[config.mk]
export PLATFORM = sky130hd
export DESIGN_NAME = triangular_band_smoother_core
export DESIGN_NICKNAME = d
export VERILOG_FILES = /design/src/sv/tbs_pkg.sv /design/src/sv/triangular_band_smoother_core.sv /design/src/sv/tbs_div.sv
export SDC_FILE = /design/constraint.sdc
export NUM_CORES = 1
export LEC_CHECK = 0
export BUFFER_PORTS_ARGS = -buffer_cell sky130_fd_sc_hd__buf_4
export CORE_AREA = 2 2 241 243
export CTS_CLUSTER_DIAMETER = 120
export CTS_CLUSTER_SIZE = 30
export DETAILED_ROUTE_END_ITERATION = 12
export DIE_AREA = 0 0 243 245
export GPL_TIMING_DRIVEN = 0
export PLACE_DENSITY = 0.71
export REMOVE_ABC_BUFFERS = 1
export SETUP_SLACK_MARGIN = 0.05
export SLEW_MARGIN = 20
export SYNTH_ARGS = -nofsm -noshare
export SYNTH_HDL_FRONTEND = slang
export SYNTH_SLANG_ARGS = --single-unit
[constraint.sdc]
create_clock -name clk_i -period 8.94 [get_ports clk_i]
set_clock_uncertainty 0.05 [all_clocks]
set_input_delay 0.894 -clock clk_i [delete_from_list [all_inputs] [get_ports clk_i]]
set_output_delay 0.894 -clock clk_i [all_outputs]
set_load 0.02 [all_outputs]
[src/sv/tbs_pkg.sv]
// tbs_pkg: widths and handshake structs shared by the band smoother modules
// no dependencies; imported by tbs_div and triangular_band_smoother_core
`timescale 1ns / 1ps

package tbs_pkg;

  // band value, Q7.8 signed
  localparam int VAL_W = 16;
  // smoothing radius register
  localparam int RAD_W = 3;
  // kernel weight, radius + 1 at most
  localparam int WT_W = RAD_W + 1;
  // weight sum, at most (radius + 1) squared
  localparam int DEN_W = 2 * RAD_W + 1;
  // weighted sum of up to 15 taps of weight up to 8
  localparam int NUM_W = VAL_W + DEN_W;
  // rounded dividend 2 * |num| + den
  localparam int DVD_W = NUM_W + 1;
  // two quotient bits per divider cycle
  localparam int QDIV_STEPS = DVD_W / 2;
  localparam int CNT_W = $clog2(QDIV_STEPS);
  // partial remainder after shift, divisor is 2 * den
  localparam int REM_W = DEN_W + 2;

  // one division request per band
  typedef struct packed {
    logic                    vld;
    logic signed [NUM_W-1:0] num;
    logic [DEN_W-1:0]        den;
    logic                    last;
  } div_req_t;

  // one smoothed word out of the divider
  typedef struct packed {
    logic             vld;
    logic [VAL_W-1:0] value;
    logic             last;
  } div_rsp_t;

endpackage

[src/sv/triangular_band_smoother_core.sv]
// triangular_band_smoother_core: band store, kernel walk and result sequencing
// depends on tbs_pkg and tbs_div
`timescale 1ns / 1ps

// Usage
//   Bands of one frame arrive lowest first on band_value_i; a word is taken
//   at each clock edge with start high and busy low, one per cycle while
//   loading. The last band of the frame raises busy, and the block then
//   emits NUM_BANDS smoothed words in band order on smoothed_value_o, each
//   for one cycle with result_valid_o high, last_band_o marking the final.
//   Each band reads up to 2r+1 neighbors, clipped at the band edges, from
//   the band memory, one read a cycle, then the divider forms the rounded
//   average; the walk of the next band overlaps the division of the current
//   one. busy falls once the last word has been shown, and the next frame
//   may start after that. The radius is to be written on the cfg channel
//   (always ready) between frames; the block itself does not enforce this.
//   Reset clears the radius and the band count; the memory is not cleared
//   since every entry is written before a frame is read. Results cannot be
//   held off by the receiver.

module triangular_band_smoother_core
  import tbs_pkg::*;
#(
  parameter int NUM_BANDS = 32
) (
  input  logic                    clk_i,
  input  logic                    rst_ni,
  input  logic                    start,
  output logic                    busy,
  input  logic signed [VAL_W-1:0] band_value_i,
  output logic                    result_valid_o,
  output logic signed [VAL_W-1:0] smoothed_value_o,
  output logic                    last_band_o,
  input  logic                    cfg_valid_i,
  output logic                    cfg_ready_o,
  input  logic [RAD_W-1:0]        cfg_data_i
);

  localparam int BW = $clog2(NUM_BANDS);
  localparam int EW = ((BW > RAD_W) ? BW : RAD_W) + 1;
  localparam logic [BW-1:0] LAST_IDX = BW'(NUM_BANDS - 1);

  typedef enum logic [4:0] {
    ST_IDLE  = 5'b00001,
    ST_SETUP = 5'b00010,
    ST_WALK  = 5'b00100,
    ST_WAIT  = 5'b01000,
    ST_FIN   = 5'b10000
  } state_e;

  state_e                  state_q, state_d;
  logic [RAD_W-1:0]        rad_q;
  logic [BW-1:0]           load_cnt_q, load_cnt_d;
  logic [BW-1:0]           band_q, band_d;
  logic [BW-1:0]           addr_q, addr_d;
  logic [BW-1:0]           hi_q, hi_d;

  logic [VAL_W-1:0]        mem_q [NUM_BANDS];
  logic [VAL_W-1:0]        rd_data_q;
  logic                    rd_vld_q;
  logic                    rd_last_q;
  logic [WT_W-1:0]         rd_wt_q;

  logic signed [NUM_W-1:0] acc_num_q, acc_num_d;
  logic [DEN_W-1:0]        acc_den_q, acc_den_d;
  logic                    acc_done_q, acc_done_d;

  logic                    accept;
  logic                    div_busy;
  div_req_t                div_req;
  div_rsp_t                div_rsp;

  logic [EW-1:0]           band_x, rad_x, sum_x;
  logic [BW-1:0]           lo, hi;
  logic [BW-1:0]           tap_dist;
  logic [WT_W-1:0]         wt;
  logic signed [VAL_W+WT_W:0] prod;

  assign accept      = start && (state_q == ST_IDLE);
  assign busy        = (state_q != ST_IDLE);
  assign cfg_ready_o = 1'b1;

  // radius register
  always_ff @(posedge clk_i or negedge rst_ni) begin
    if (!rst_ni) begin
      rad_q <= '0;
    end else if (cfg_valid_i && cfg_ready_o) begin
      rad_q <= cfg_data_i;
    end
  end

  // clipped window of the current band
  always_comb begin
    band_x = EW'(band_q);
    rad_x  = EW'(rad_q);
    sum_x  = band_x + rad_x;
    lo     = (band_x < rad_x) ? '0 : BW'(band_x - rad_x);
    hi     = (sum_x > EW'(LAST_IDX)) ? LAST_IDX : BW'(sum_x);
  end

  // kernel weight of the tap being read
  always_comb begin
    tap_dist = (addr_q >= band_q) ? (addr_q - band_q) : (band_q - addr_q);
    wt       = WT_W'(rad_q) + 1'b1 - WT_W'(tap_dist);
  end

  // weighted accumulate of returning read words
  assign prod = $signed(rd_data_q) * $signed({1'b0, rd_wt_q});

  always_comb begin
    acc_num_d  = acc_num_q;
    acc_den_d  = acc_den_q;
    acc_done_d = acc_done_q;
    if (state_q == ST_SETUP) begin
      acc_num_d  = '0;
      acc_den_d  = '0;
      acc_done_d = 1'b0;
    end else if (rd_vld_q) begin
      acc_num_d  = acc_num_q + NUM_W'(prod);
      acc_den_d  = acc_den_q + DEN_W'(rd_wt_q);
      acc_done_d = rd_last_q;
    end
  end

  // sequencer
  always_comb begin
    state_d    = state_q;
    load_cnt_d = load_cnt_q;
    band_d     = band_q;
    addr_d     = addr_q;
    hi_d       = hi_q;
    div_req    = '0;
    div_req.num  = acc_num_q;
    div_req.den  = acc_den_q;
    div_req.last = (band_q == LAST_IDX);
    case (state_q)
      ST_IDLE: begin
        if (accept) begin
          if (load_cnt_q == LAST_IDX) begin
            load_cnt_d = '0;
            band_d     = '0;
            state_d    = ST_SETUP;
          end else begin
            load_cnt_d = load_cnt_q + 1'b1;
          end
        end
      end
      ST_SETUP: begin
        addr_d  = lo;
        hi_d    = hi;
        state_d = ST_WALK;
      end
      ST_WALK: begin
        addr_d = addr_q + 1'b1;
        if (addr_q == hi_q) begin
          state_d = ST_WAIT;
        end
      end
      ST_WAIT: begin
        if (acc_done_q && !div_busy) begin
          div_req.vld = 1'b1;
          if (band_q == LAST_IDX) begin
            state_d = ST_FIN;
          end else begin
            band_d  = band_q + 1'b1;
            state_d = ST_SETUP;
          end
        end
      end
      ST_FIN: begin
        if (div_rsp.vld && div_rsp.last) begin
          state_d = ST_IDLE;
        end
      end
      default: begin
        state_d = ST_IDLE;
      end
    endcase
  end

  // control state
  always_ff @(posedge clk_i or negedge rst_ni) begin
    if (!rst_ni) begin
      state_q    <= ST_IDLE;
      load_cnt_q <= '0;
      rd_vld_q   <= 1'b0;
      acc_done_q <= 1'b0;
    end else begin
      state_q    <= state_d;
      load_cnt_q <= load_cnt_d;
      rd_vld_q   <= (state_q == ST_WALK);
      acc_done_q <= acc_done_d;
    end
  end

  // walk pointers and accumulators
  always_ff @(posedge clk_i) begin
    band_q    <= band_d;
    addr_q    <= addr_d;
    hi_q      <= hi_d;
    rd_last_q <= (addr_q == hi_q);
    rd_wt_q   <= wt;
    acc_num_q <= acc_num_d;
    acc_den_q <= acc_den_d;
  end

  // band memory: write on load, registered read during the walk
  always_ff @(posedge clk_i) begin
    if (accept) begin
      mem_q[load_cnt_q] <= band_value_i;
    end
    if (state_q == ST_WALK) begin
      rd_data_q <= mem_q[addr_q];
    end
  end

  // rounding divider
  tbs_div u_div (
    .clk_i  (clk_i),
    .rst_ni (rst_ni),
    .req_i  (div_req),
    .busy_o (div_busy),
    .rsp_o  (div_rsp)
  );

  assign result_valid_o   = div_rsp.vld;
  assign smoothed_value_o = div_rsp.value;
  assign last_band_o      = div_rsp.last;

endmodule

[src/sv/tbs_div.sv]
// tbs_div: sequential signed rounding divider, two quotient bits a cycle
// depends on tbs_pkg for widths and the request/response structs
`timescale 1ns / 1ps

module tbs_div
  import tbs_pkg::*;
(
  input  logic     clk_i,
  input  logic     rst_ni,
  input  div_req_t req_i,
  output logic     busy_o,
  output div_rsp_t rsp_o
);

  logic                 busy_q, busy_d;
  logic [CNT_W-1:0]     cnt_q, cnt_d;
  logic                 neg_q, neg_d;
  logic                 last_q, last_d;
  logic [DVD_W-1:0]     dvd_q, dvd_d;
  logic [REM_W-2:0]     rem_q, rem_d;
  logic [DEN_W:0]       dvs_q, dvs_d;
  div_rsp_t             rsp_q, rsp_d;

  logic [NUM_W-1:0]     mag;
  logic [REM_W-1:0]     r1, r1n, r2, r2n;
  logic                 ge1, ge2;
  logic [DVD_W-1:0]     d1, d2;
  logic [VAL_W-1:0]     quo;

  // magnitude of the incoming weighted sum
  assign mag = req_i.num[NUM_W-1] ? NUM_W'(-req_i.num) : NUM_W'(req_i.num);

  // two restoring steps
  always_comb begin
    r1  = {rem_q, dvd_q[DVD_W-1]};
    ge1 = (r1 >= {1'b0, dvs_q});
    r1n = ge1 ? (r1 - {1'b0, dvs_q}) : r1;
    d1  = {dvd_q[DVD_W-2:0], ge1};
    r2  = {r1n[REM_W-2:0], d1[DVD_W-1]};
    ge2 = (r2 >= {1'b0, dvs_q});
    r2n = ge2 ? (r2 - {1'b0, dvs_q}) : r2;
    d2  = {d1[DVD_W-2:0], ge2};
    quo = d2[VAL_W-1:0];
  end

  // load, iterate, deliver
  always_comb begin
    busy_d = busy_q;
    cnt_d  = cnt_q;
    neg_d  = neg_q;
    last_d = last_q;
    dvd_d  = dvd_q;
    rem_d  = rem_q;
    dvs_d  = dvs_q;
    rsp_d  = '0;
    rsp_d.value = rsp_q.value;
    rsp_d.last  = rsp_q.last;
    if (busy_q) begin
      dvd_d = d2;
      rem_d = r2n[REM_W-2:0];
      cnt_d = cnt_q - 1'b1;
      if (cnt_q == '0) begin
        busy_d      = 1'b0;
        rsp_d.vld   = 1'b1;
        rsp_d.value = neg_q ? (~quo + 1'b1) : quo;
        rsp_d.last  = last_q;
      end
    end else if (req_i.vld) begin
      busy_d = 1'b1;
      cnt_d  = CNT_W'(QDIV_STEPS - 1);
      neg_d  = req_i.num[NUM_W-1];
      last_d = req_i.last;
      dvd_d  = DVD_W'({mag, 1'b0}) + DVD_W'(req_i.den);
      rem_d  = '0;
      dvs_d  = {req_i.den, 1'b0};
    end
  end

  // control state and response word
  always_ff @(posedge clk_i or negedge rst_ni) begin
    if (!rst_ni) begin
      busy_q <= 1'b0;
      rsp_q  <= '0;
    end else begin
      busy_q <= busy_d;
      rsp_q  <= rsp_d;
    end
  end

  // datapath
  always_ff @(posedge clk_i) begin
    cnt_q  <= cnt_d;
    neg_q  <= neg_d;
    last_q <= last_d;
    dvd_q  <= dvd_d;
    rem_q  <= rem_d;
    dvs_q  <= dvs_d;
  end

  assign busy_o = busy_q;
  assign rsp_o  = rsp_q;

endmodule
==> results of run 1 <==
-- metrics by stage --
step	TNS, ns	instance area (µm²)
2_1_floorplan	0	30800
3_3_place_gp	-7.17	32100
3_5_place_dp	0	33000
4_1_cts	0	33700
5_1_grt	0	33700
6_report	0	33700
-- Yosys cell counts (all sizes together), types with 5 or more instances --
cell type and number:
and2 70, o22ai 7, nand2 96, dfxtp 35, nor3 25, clkbuf 57
or3 9, a31oi 6, or2 5, fa 65, o21ai 70, a21oi 49
nor4 6, xnor2 68, nor2b 14, inv 132, nand3b 8, edfxtp 588
a21o 17, and3 5, mux4 160, dfrtp 33, nand4 8, xor2 32
nand2b 11, nand3 22, nor2 107, o31ai 11, mux2i 28, a211oi 11
ha 100, o21bai 11, mux2 25, buf 23, o41ai 7, o21a 5
-- worst register-to-register path: cells and delay by family, from the launching register on --
family	cells	cell delay (ns)
adders and majority gates	4	1.14
buffers and inverters	4	0.49
muxes	1	0.43
AOI/OAI and AO/OA	11	2.71
and+or+nand+nor	2	0.83
DFF	1	0.38
xor gates and xnor gates	1	0.18
-- logic make-up (layout without fill, tap and decap cells) --
| logic type | Yosys count | in the layout |
|---|---|---|
| xor+xnor | 100 | 100 |
| fa+ha+maj | 165 | 165 |
| compound gates | 228 | 228 |
| mux | 213 | 213 |
| simple gates | 400 | 400 |
| other cells | 1 | 1 |
| flops | 657 | 657 |
| buf+inv | 214 | 251 |
-- per-layer routing --
layer  vias to the layer above  GRT usage (%)  part of all wire (%)
met2                       363           39.5                    54
met5                         -              0                 0.016
met3                        85           2.01                   3.8
met4                         2           5.02                   2.2
li1                       7483              -                     -
met1                      8406           27.0                    41
-- power breakdown --
group          total (mW)  switching [mW]  internal [mW]  leakage, nW
clock network        1.46           0.890          0.566        0.363
logic                4.10            2.21           1.89         5.28
registers            3.81           0.239           3.58         6.03
-- state kept, by name (all words and copies together) (netlist names) --
signal,count
u_div.busy_o,1
rd_wt_q,4
rad_q,3
u_div.dvd_q,24
acc_den_q,7
acc_done_q,1
load_cnt_q,5
hi_q,5
u_div.cnt_q,4
rd_last_q,1
band_q,5
u_div.last_q,1
u_div.rsp_o,18
u_div.rem_q,8
u_div.neg_q,1
rd_vld_q,1
mem_q,512
state_q,5
u_div.dvs_q,7
rd_data_q,16
acc_num_q,23
addr_q,5
-- worst min path at each step --
| stage | endpoint | slack, ns | start | cells after the start |
|---|---|---|---|---|
| floorplan | acc_done_q$_DFFE_PN0P_ | 0.40 | rd_last_q$_DFF_P_ | 2 |
| global placement | acc_done_q$_DFFE_PN0P_ | 0.41 | rd_last_q$_DFF_P_ | 2 |
| detailed placement | acc_done_q$_DFFE_PN0P_ | 0.42 | rd_last_q$_DFF_P_ | 2 |
| CTS | u_div.rsp_o[6]$_DFFE_PN0P_ | 0.19 | rst_ni | 1 |
| global route | u_div.rsp_o[6]$_DFFE_PN0P_ | 0.20 | rst_ni | 1 |
| finish | u_div.rsp_o[6]$_DFFE_PN0P_ | 0.19 | rst_ni | 1 |
-- layout make-up --
| type | count | area share, % |
|---|---|---|
| Clock buffer | 35 | 2.09 |
| Clock inverter | 5 | 0.134 |
| Inverter | 134 | 1.49 |
| Multi-Input combinational cell | 1107 | 33.6 |
| Sequential cell | 657 | 57.0 |
| Tap cell | 765 | 2.84 |
| Timing Repair Buffer | 77 | 2.85 |
==> results.md, run 1 <==
- The flow ran to the end, and the final reports show no timing, DRC or antenna violations.
- The die is 243 µm wide.
- The prevailing post-synth register cell is edfxtp_1.
- The tree is rooted in a clkbuf_16.
- The first TritonRoute pass finished after 7 iterations.
- In the layout the commonest cells are edfxtp_1, mux4_2, inv_1.
- The CTS tree is done.
- Of the total synthesized cell area, the portion taken by AND, OR, NAND and NOR gates is around 6.5%.
- After clock tree synthesis, the setup repair step added 0 buffers.
- Buffers inserted to repair hold after CTS numbered 0.
- Among the stages of the critical path, the cell type that occurs most often is inv_1.
- The proportion of layout cells with a drive suffix above 1 is 17.4%.
- After layout, the minimum clock period comes to between 6 and 7 ns.
- Once layout is complete, the cells apart from fillers number approximately 2800.
- The global placer's final weighted congestion is 0.859.
- In this design, the stage delay of the slowest critical-path cell is a little over 0.6 ns.
- Counting flops and latches in the post-synthesis netlist gives about 660.
- By area the synthesized netlist is led by edfxtp_1, mux4_2, fa_1, ha_1, dfrtp_1.
- The largest net degree at the start of global routing is 52.
- The multi-input combinational cells in the finished layout cover a total of about 11000 µm².
- The area of all sequential standard cells is about 19000 µm².
- The initial utilization of the core area, before any placement, comes to between 50% and 60%.
- The total of endpoints with negative setup slack in the final report is 0.
- The total overflow left after global routing is 0.
- VDD sags by at most 0.201 mV.
- Using the TritonRoute via totals, the vias-per-cell ratio works out to 5.88.
- The worst register-to-register path ends at u_div.rsp_o[9]$_DFFE_PN0P_.
- The critical path is of the register to register type.
- The number of nets with antenna violations after routing is 0.
- The launching element of the worst setup path is u_div.rem_q[0]$_SDFFCE_PN0P_.
- The number of instances in the placed design is around 2700.
- The via count of the first global-routing pass is 16800.
- After synthesis, the largest area contributor takes up between 50% and 60% of total cell area.
- In this run the tool buffered the top-level ports with approximately 40 buffer cells.
- The final standard cell utilization of the core is between 50% and 60%.
- For the pin with the worst max-slew slack, the measured transition is around 0.95 ns.
- The synthesized design contains between 500 and 600 enable-type register cells.
- Leaving out fill and tap cells, the most frequent cell in the layout is edfxtp_1.
- The number of cells on the worst reg-to-reg path is 23.
- Global routing consumed, over all layers together, a little over a fifth of the routing resources.
- The total design power is 9.37 mW.
- The max-capacitance violation count is 0.
- Summing the areas of all compound-gate instances in the mapped netlist gives between 4 and 5% of the synthesized area.
- The worst path required time is between 9 and 10 ns.
- The initial antenna violation count is 2.
- The area growth from synthesis to layout is 8.42%.
- Counting buffers and inverters, the worst setup path is 23 cells deep.
- Power spread over the standard cell area amounts to roughly 280 nW/µm².
- The TritonCTS buffer count is 26.
- In this run the static leakage power is ~12 nW.
- On the critical path, the stage with the largest delay is an instance of and2_1.
- The final max-slew violation count came to 0.
- The main combinational cell family by area after synthesis is multiplexers.
- The sum of routed wire length over all layers is about 62 mm.
- The later pin in the worst-skew pair is clocked with a latency of 0.60 ns.
- The floorplan has 88 rows.
- The floorplan step set the die height to between 200 and 250 µm.
- The peak clock frequency supported by timing is between 150 and 200 MHz.
- The layout filler cell count is around 4300.
- After detailed routing, the number of remaining DRC violations is 0.
- The hold violation count in the final report is 0.
- In this run, distinct cell masters in the synthesized netlist total 76.
- The final worst-path setup slack is 2.60 ns.
- The type of the most critical hold path is input port to asynchronous set/reset pin.
- Walking the worst path, the cells encountered are inv_1 -> ha_1 -> inv_1 -> fa_1 -> a21o_1 -> a21oi_1 -> a21oi_1 -> o211ai_1 -> and2_1 -> mux2_2 -> ha_1 -> a21o_1 -> a21oi_1 -> o21bai_1 -> a2111oi_0 -> or2_2 -> o211ai_2 -> inv_1 -> ha_1 -> inv_1 -> o41ai_1 -> xor2_1 -> o21ai_0.
- Dividing the synthesized area by the synthesized cell count gives approximately 16 µm².
- The total number of yosys warnings is 0.
- In this run the critical register-to-register path is launched from u_div.rem_q[0]$_SDFFCE_PN0P_.
- The detailed router finished its first iteration with 1233 violations.
- CTS built an H-tree with a depth of 1.
- The average wire length per cell after detail routing is 22.4 µm.
- Once the clock tree was built, the resizer swapped 0 gates to a different size.
- The number of diodes added for antenna fixing is 0.
- The top cell family by delay on the critical path is compound AO/OA/AOI/OAI gates.
- STA classifies the critical path endpoint as a register.
- The portion of the clock cycle consumed by the worst path in the final layout is a little under three quarters.
- The cell area that synthesis handed to floorplanning was between 30000 and 40000 µm².
- STA puts the critical path data arrival time at ~6.8 ns.
- Setup repair after global routing left no endpoint under its margin.
- The biggest area contributor in the post-synthesis netlist is edfxtp_1.
- The total half-perimeter wirelength after legalization and detailed placement is between 40 and 50 mm.
- The die covers 59500 µm².
- The first global-routing pass estimated slightly below 100 mm of wire.
- The total core area is 57000 µm².
- Along the worst path, the maximum fanout reaches 17.
- The launching element type of the critical path is a register.
- The clock transition at the registers of the reported paths is 0.12 ns.
- The flop-to-flop setup slack is roughly 2.6 ns.
- The pre-CTS setup slack is ~2.6 ns.
- The area share of fa/ha/maj cells after synthesis is between 8 and 9%.
- In this run the deepest clock path goes through 3 buffers.
- In this run the worst setup path terminates at u_div.rsp_o[9]$_DFFE_PN0P_.
- The multiplexer share of the synthesized area is 13.4%.
- The vias after detailed routing is between 15000 and 20000.
- The synthesized netlist devotes approximately 2.8% of its cell area to XOR and XNOR gates.
- On the final layout, the worst hold slack is ~0.19 ns.
- In the synthesized netlist the async set-or-reset flop fraction comes to under 10%.
- The tree built by TritonCTS fans out to about 660 sinks.
- In the synthesized netlist, the number of instances is slightly below 2000.
- The net count reported at finish is roughly 2200.
- The total buffers and inverters traversed by the critical path is 4.
- Of the synthesized area, sequential elements account for approximately 60%.
- The worst slew margin relative to its limit is between 30 and 40%.
- For this design the top-level I/O count stands at 43.
Power figures use the tool's default switching activity.
==> run 2: changes to the inputs <==
--- a/config.mk
+++ b/config.mk
@@ -5,12 +5,13 @@
 export SDC_FILE = /design/constraint.sdc
 export NUM_CORES = 1
 export LEC_CHECK = 0
+export ABC_AREA = 1
 export BUFFER_PORTS_ARGS = -buffer_cell sky130_fd_sc_hd__buf_4
-export CORE_AREA = 2 2 241 243
+export CORE_AREA = 2 2 245 247
 export CTS_CLUSTER_DIAMETER = 120
 export CTS_CLUSTER_SIZE = 30
 export DETAILED_ROUTE_END_ITERATION = 12
-export DIE_AREA = 0 0 243 245
+export DIE_AREA = 0 0 247 249
 export GPL_TIMING_DRIVEN = 0
 export PLACE_DENSITY = 0.71
 export REMOVE_ABC_BUFFERS = 1
==> constraint.sdc (replaced) <==
create_clock -name clk_i -period 5.9 [get_ports clk_i]
set_clock_uncertainty 0.05 [all_clocks]
set_input_delay 0.59 -clock clk_i [delete_from_list [all_inputs] [get_ports clk_i]]
set_output_delay 0.59 -clock clk_i [all_outputs]
set_load 0.02 [all_outputs]
==> run 2 against run 1 <==
- die area increased by 3.3%
- core utilization barely moved
- critical path depth fell by 8
- count of clock-buffer cells in the layout increased by 8
- synthesized area grew 3.2%
- synthesized cell count up 52%
- register-to-register slack worse by 1.8 ns
- via count grew 35%
- routed wire length rose by 20%
- sequential share of layout area shrank 1.6 points
==> results.md, run 2 <==
- The run finished with clean final reports.
- The buffer cell driving the clock tree root is clkbuf_16.
- After clock tree synthesis, the clock-pin slew on the worst setup and hold paths is roughly 0.12 ns.
- The pre-antenna-repair detailed-routing pass consisted of 5 iterations.
- met2 is the most crowded layer.
- Data on the critical path is required at its endpoint by between 6 and 7 ns.
- The clock net sink count is around 660.
- The via count of the first global-routing pass is 21800.
- The overall overflow remaining after global route is 0.
- The design draws ~18 mW.
- A synthesized cell averages 10.7 µm².
- The detail route stage leaves a number of antenna-violating nets equal to 0.
- The largest net degree at the start of global routing is approximately 140.
- The biggest area contributor in the post-synthesis netlist is edfxtp_1.
- Clock latency on the worst-skew pair, taken at its later pin, is about 0.65 ns.
- The prevailing post-synth register cell is edfxtp_1.
- The worst setup path is captured at a register.
- The met3 usage is roughly 2.3%.
- The total of endpoints with negative setup slack in the final report is 0.
- In the post-synthesis netlist, the biggest area contributors are edfxtp_1, o21ai_0, nand2_1, nor2_1, fa_1.
- Dividing the detail-routed wire length by the instance count gives 19.7 µm.
- The net count reported at finish is ~3200.
- mem_q holds more flip-flops than any other register.
- Leaving out fill and tap cells, the most frequent cells in the layout are edfxtp_1, nand2_1, nor2_1.
- After detailed routing, the number of remaining DRC violations is 0.
- The maximum buffer depth of the clock tree is 3.
- After synthesis, the most frequently instantiated cells are edfxtp_1, nand2_1, nor2_1, o21ai_0, inv_1.
- The CTS tree is done.
- The hold path startpoint is cfg_data_i[2].
- Counting distinct cell types in the post-synthesis netlist gives a little under 60.
- Cells with a size suffix above 1 make up roughly 7.8% of the layout.
- For met1 alone, demand over resource in global routing was around a third.
- The initial antenna violation count is 2.
- The largest registers in the layout are mem_q (512), u_div.dvd_q (24), acc_num_q (23).
- The final layout contains routed wiring with a total length of about 75 mm.
- For met2 alone, demand over resource in global routing was about 43%.
- The leakage component of the power is 13.4 nW.
- Global routing used roughly a quarter of the available tracks.
- The repair_antennas step left the layout with diodes totalling 0.
- The share of synthesized registers carrying an async set or reset is between 5 and 6%.
- The wire-length estimate of the detail-placed layout is approximately 52 mm.
- In this run the critical register-to-register path is launched from rd_wt_q[1]$_DFF_P_.
- Across all hold checks on the routed design, the worst slack comes to around 0.11 ns.
- The worst-case vdd ir drop is a little over 0.4 mV.
- The total core area is ~60000 µm².
- The total power divided by cell area is about 530 nW/µm².
- The x dimension of the die is between 200 and 250 µm.
- The placed instances occupy a cell area of around 34000 µm².
- The effective utilization at floorplan is between 50% and 60%.
- The kind of critical path is register to register.
- The die is 249 µm tall.
- The pin slew with the least headroom to its limit is around 1 ns.
- 43 I/O pins were placed.
- The flip-flop count of the largest register, all copies and words added is about 500.
- Buffers inserted during clock tree synthesis total 26.
- The minimum period implied by the final worst setup slack is 5.07 ns.
- The most common cell in the synthesized netlist is edfxtp_1.
- The top-area cell type share of the netlist area is between 50% and 60%.
- In this run the worst path has a maximum fanout of 18.
- At the end of routability-driven placement, the weighted congestion stood at between 0.9 and 1.
- Using the TritonRoute via totals, the vias-per-cell ratio works out to between 5 and 6.
- The launching element type of the critical path is a register.
- In this run the cell area of the synthesized design comes to between 30000 and 40000 µm².
- The vias after detailed routing is 22100.
- The final max-slew violation count is 0.
- Sequential cells were found to cover 59.9% of the synthesized design area.
- The total number of yosys warnings is 0.
- Data arrives at the worst endpoint at 5.53 ns.
- The hold violation count in the final report is 0.
- Setup repair after global routing left no endpoint under its margin.
- The cell count after synthesis is around 3000.
- The portion of the clock cycle consumed by the worst path in the final layout is 85.9%.
- The area enclosed by the die boundary is 61500 µm².
- Yosys mapped a number of flops with a built-in enable equal to 588.
- The max-capacitance violation count is 0.
- Port buffering added slightly above 40 buffers.
- The count of standard-cell rows is between 80 and 90.
- The peak clock frequency supported by timing is 197 MHz.
- The first-pass GRT wire length is approximately 120 mm.
- Headroom to the max-slew limit came out at about a third.
- Tracing the worst setup path back leads to its startpoint at rd_wt_q[1]$_DFF_P_.
- The library cell used most frequently in the layout, excluding fill and tap cells, is edfxtp_1.
- The first routing iteration left approximately 1900 violations.
- The layout filler cell count is around 4700.
- Once layout is done, the placed cells without fillers occupy 34700 µm².
- The area added between synthesis and finish is 8.01%.
- The deepest level of the CTS H-tree is 1.
- In this run, synthesis produced a sequential element count of between 600 and 700.
- The min-delay analysis places its worst path in the category input port to register.
run 2: report_power, final:
group / leakage (nW) / internal (mW) / switching (mW)
clock network: 0.373 / 0.868 / 1.39
registers: 6.08 / 5.50 / 0.459
logic: 6.92 / 3.58 / 6.52
run 2: cells by family after synthesis:
kind of cell | synth area share, %
multiplexers | 0.0702
other | 0.0117
XOR/XNOR | 1.84
AO/OA/AOI/OAI | 11.1
AND/OR/NAND/NOR | 13.5
adder cells (fa/ha/maj) | 7.95
flip-flops | 59.9
buffers and inverters | 5.65
run 2: worst max-delay path, stage by stage (launching register included):
cell and delay [ns]:
dfxtp_1 0.82, nand2_1 0.36, inv_1 0.29, fa_1 0.49, fa_1 0.50, inv_1 0.05, fa_1 0.53, inv_1 0.05
ha_1 0.38, nand2_1 0.13, nor4_1 0.54, nand4_1 0.30, nand4_1 0.18, nand3_1 0.08, o211ai_1 0.13, inv_1 0.06
run 2: worst paths after layout:
path	slack, ns	end	cells after the start
min in group asynchronous	0.43	u_div.rsp_o[1]$_DFFE_PN0P_	2
max in group asynchronous	4.99	load_cnt_q[3]$_DFFE_PN0P_	2
setup reg to reg	0.83	acc_num_q[20]$_SDFFE_PP0P_	15
hold / removal	0.11	rad_q[2]$_DFFE_PN0P_	3
setup / recovery	0.83	acc_num_q[20]$_SDFFE_PP0P_	15
hold reg to reg	0.45	u_div.rsp_o[15]$_DFFE_PN0P_	2
run 2: repair_timing:
action,4_1_cts,5_1_grt
endpoints found under the setup margin,0,0
endpoints found under the hold margin,33,0
hold buffers,1,0
resized for setup,0,0
setup buffers,0,0
run 2: cell type report:
class                      count  area [µm²]  share of cell area (%)
sequential                   657       19200                    55.4
multi-input combinational   1884       11200                    32.3
timing repair buffer         106        1270                    3.66
inverter                     329        1250                    3.61
tap                          773         967                    2.79
clock buffer                  43         718                    2.07
clock inverter                 4        66.3                   0.191
run 2: metrics by stage:
stage / setup slack, ns / setup TNS [ns] / instances / utilization [%]
final: 0.830 / 0 / 3796 / 59.1
after global routing: 0.276 / 0 / 3796 / 59.1
after CTS: 0.802 / 0 / 3796 / 59.1
after detailed placement: 0.832 / 0 / 3748 / 57.7
after global placement: -10.74 / -245.21 / 3684 / 55.9
after floorplan: -4.13 / -50.02 / 2870 / -
run 2: layer usage:
metal,vias to the layer above,part of all wire (%)
met1,10800,41
met2,719,50
met4,4,2.9
met5,-,0.027
met3,134,5.8
li1,10400,-
==> run 3: changes to the inputs <==
--- a/config.mk
+++ b/config.mk
@@ -7,13 +7,15 @@
 export LEC_CHECK = 0
 export ABC_AREA = 1
 export BUFFER_PORTS_ARGS = -buffer_cell sky130_fd_sc_hd__buf_4
-export CORE_AREA = 2 2 245 247
+export CELL_PAD_IN_SITES_DETAIL_PLACEMENT = 1
+export CELL_PAD_IN_SITES_GLOBAL_PLACEMENT = 1
+export CORE_AREA = 2 2 254 256
 export CTS_CLUSTER_DIAMETER = 120
 export CTS_CLUSTER_SIZE = 30
 export DETAILED_ROUTE_END_ITERATION = 12
-export DIE_AREA = 0 0 247 249
+export DIE_AREA = 0 0 256 258
 export GPL_TIMING_DRIVEN = 0
-export PLACE_DENSITY = 0.71
+export PLACE_DENSITY_LB_ADDON = 0.1
 export REMOVE_ABC_BUFFERS = 1
 export SETUP_SLACK_MARGIN = 0.05
 export SLEW_MARGIN = 20
==> run 3 against run 2 <==
- routed wire length rose by 16%
- clock power rose by 2%
- non-clock buffer count rose by 2
- cell count rose by 2.2%
- global-route usage rose by 2.0 points
- worst setup slack got worse by 0.10 ns
- hold slack improved by 0.023 ns
- total power rose by 2.7%
- sequential cell count did not move
- critical endpoint unchanged
- largest cell class unchanged
==> results.md, run 3 (synthesized netlist as in run 2, its figures left out) <==
- The core region is 63600 µm².
- Along the worst path, the maximum fanout reaches 17.
- The CTS tree is done.
- Combinational logic is responsible for a little under three fifths of the overall power.
- The clock net sink count is approximately 660.
- The average wire length per cell after detail routing is approximately 22 µm.
- After clock tree synthesis, the setup repair step added 0 buffers.
- The worst slew margin relative to its limit is 24.0%.
- For this design the ratio of total power to cell area is 540 nW/µm².
- The top cell family by delay on the critical path is adder cells.
- The total buffers and inverters traversed by the critical path is 4.
- Setup violations remaining at the end of the flow were counted as 0.
- The via density per instance is ~5.8.
- From left edge to right edge, the die measures 256 µm.
- In this run the power spent charging and discharging nets is 8.81 mW.
- The clock latency on the worst-skew pair is ~0.66 ns.
- The DRC marker count from the first detailed-route iteration is slightly below 2000.
- The total half-perimeter wirelength after legalization and detailed placement is between 60 and 70 mm.
- Across the run, the number of max-cap violations was 0.
- VDD sags by at most 0.381 mV.
- Cell internal power was estimated by the tool at approximately 10 mW.
- The congestion estimate from routability-driven global placement came to 0.924.
- The vias after detailed routing is around 22000.
- In the layout the commonest cells are edfxtp_1, nand2_1, nor2_1.
- The leakage component of the power is between 10 and 15 nW.
- Data arrives at the worst endpoint at approximately 5.7 ns.
- The worst setup path is captured at a register.
- The share of total power in sequential cells is 31.7%.
- The total routing resource utilization after global routing is 26.4%.
- The area added between synthesis and finish is 8.69%.
- On the final layout, the worst hold slack is around 0.14 ns.
- The net count of the finished layout is around 3200.
- The via count of the first global-routing pass is roughly 24000.
- The deepest level of the CTS H-tree is 1.
- The power share of the clock group is 12.2%.
- The first global-routing pass estimated 136 mm of wire.
- The minimum period implied by the final worst setup slack is about 5.2 ns.
- For the pin with the worst max-slew slack, the measured transition is 1.14 ns.
- STA puts the critical path data required time at 6.37 ns.
- The initial antenna violation count was 2.
- Leaving out fill and tap cells, the most frequent cell in the layout is edfxtp_1.
- In the final layout, the share of cells above drive strength 1 is approximately 8.0%.
- For this design, the slowest cell found on the critical path is dfxtp_1.
- The die boundary height is between 200 and 300 µm.
- The flow ran to the end, and the final reports show no timing, DRC or antenna violations.
- The count of standard-cell rows is 93.
- The cell occurring most often along the worst timing path is inv_1.
- For this run, design rule violations remaining after detail routing come to 0.
- The biggest cell delay along the critical path is 0.80 ns.
- The final max-slew violation count is 0.
- The detail route stage leaves a number of antenna-violating nets equal to 0.
- STA classifies the critical path startpoint as a register.
- Setup repair after global routing left no endpoint under its margin.
- Walking the worst path, the cells encountered are nand2_1 -> inv_1 -> fa_1 -> fa_1 -> inv_1 -> fa_1 -> inv_1 -> ha_1 -> nand2_1 -> nor4_1 -> nand4_1 -> nand4_1 -> nand3_1 -> o211ai_1 -> inv_1.
- The pre-CTS setup slack is 0.634 ns.
- The final standard cell utilization of the core is 54.8%.
- In this run the count of I/O pins placed on the die edge is 43.
- The worst setup path is of the register to register kind.
- The number of diodes added for antenna fixing is 0.
- Buffers placed on the I/O ports in this run total slightly above 40.
- Once the floorplan was initialized, standard cells occupied between 50 and 60% of the core.
- Net switching is between 40 and 50% of the power.
- The largest registers in the layout are mem_q (512), u_div.dvd_q (24), acc_num_q (23).
- Setup slack on the critical path of the routed design comes to just over 0.7 ns.
- The clock transition at the registers of the reported paths is roughly 0.11 ns.
- The sum of routed wire length over all layers is 87.1 mm.
- The worst path uses between 80% and 90% of the clock period.
- The overall overflow remaining after global route is 0.
- The flip-flop count of the largest register, all copies and words added is 512.
- The pre-antenna-repair detailed-routing pass consisted of 7 iterations.
- The peak clock frequency supported by timing is slightly below 200 MHz.
- The TritonCTS buffer count is 26.
- The area enclosed by the die boundary is 66000 µm².
- The longest clock path from root to sink contains 3 buffers.
- The register with the most flip-flops in the final layout is mem_q.
- The type of the most critical hold path is input port to register.
- The hold violation count in the final report is 0.
- In this run the clock root is driven by a clkbuf_16.
- The largest net degree at the start of global routing is approximately 140.
run 3: cell count changes in the layout (fill, tap and decap cells not counted), sizes merged:
cell / previous run / this run
buf: 105 / 107
clkbuf: 43 / 42
clkinv: 5 / 6
run 3: layout make-up:
| cell class | count | area (µm²) |
|---|---|---|
| clock buffer | 42 | 712 |
| sequential | 657 | 19200 |
| clock inverter | 5 | 68.8 |
| tap | 855 | 1070 |
| inverter | 329 | 1250 |
| timing repair buffer | 108 | 1380 |
| multi-input combinational | 1884 | 11200 |
| fill | 6836 | 28800 |
run 3: path summary, 6_finish.rpt:
| path | start | end | slack, ns | cells after the start |
|---|---|---|---|---|
| worst max register to register | rd_wt_q[0]$_DFF_P_ | acc_num_q[20]$_SDFFE_PP0P_ | 0.73 | 15 |
| worst min-delay path | cfg_data_i[2] | rad_q[2]$_DFFE_PN0P_ | 0.14 | 3 |
| min in group asynchronous | rst_ni | load_cnt_q[2]$_DFFE_PN0P_ | 0.42 | 2 |
| worst min register to register | u_div.rsp_o[12]$_DFFE_PN0P_ | u_div.rsp_o[12]$_DFFE_PN0P_ | 0.44 | 2 |
| worst max-delay path | rd_wt_q[0]$_DFF_P_ | acc_num_q[20]$_SDFFE_PP0P_ | 0.73 | 15 |
| max in group asynchronous | rst_ni | u_div.rsp_o[15]$_DFFE_PN0P_ | 4.99 | 2 |
run 3: metrics by stage:
| stage | std cells | setup TNS (ns) | cell area [µm²] | total power [mW] |
|---|---|---|---|---|
| finish | 3880 | 0 | 34900 | 18.8 |
| global route | 3880 | 0 | 34900 | 20.4 |
| CTS | 3880 | 0 | 34900 | 19.0 |
| detailed placement | 3832 | 0 | 34100 | 16.7 |
| floorplan | 2870 | -50.02 | 31500 | 13.1 |
| global placement | 3766 | -271.88 | 32900 | 16.0 |
run 3: timing repair:
item	CTS	global route
endpoints found under the hold margin	33	0
setup endpoints to repair	0	1
resized for setup	0	1
hold buffers	1	0
run 3: metal layers:
metal / track usage (%) / wire length (µm)
met1: 32.5 / 34900
met2: 48.7 / 45600
met3: 2.39 / 3490
met4: 8.92 / 3090
met5: 0 / 0
run 3: tightest hold or removal path: stages:
cell and delay (ns):
buf_4 0.08, nand2_1 0.04, o21ai_0 0.07
run 3: power by group through the flow:
stage               Clock (mW)  Sequential [mW]  Combinational (mW)
global route              2.47             6.02                11.9
detailed placement           0             6.08                10.6
floorplan                    0             6.04                7.10
global placement             0             6.37                9.66
finish                    2.30             5.96                10.6
CTS                       2.33             5.97                10.6
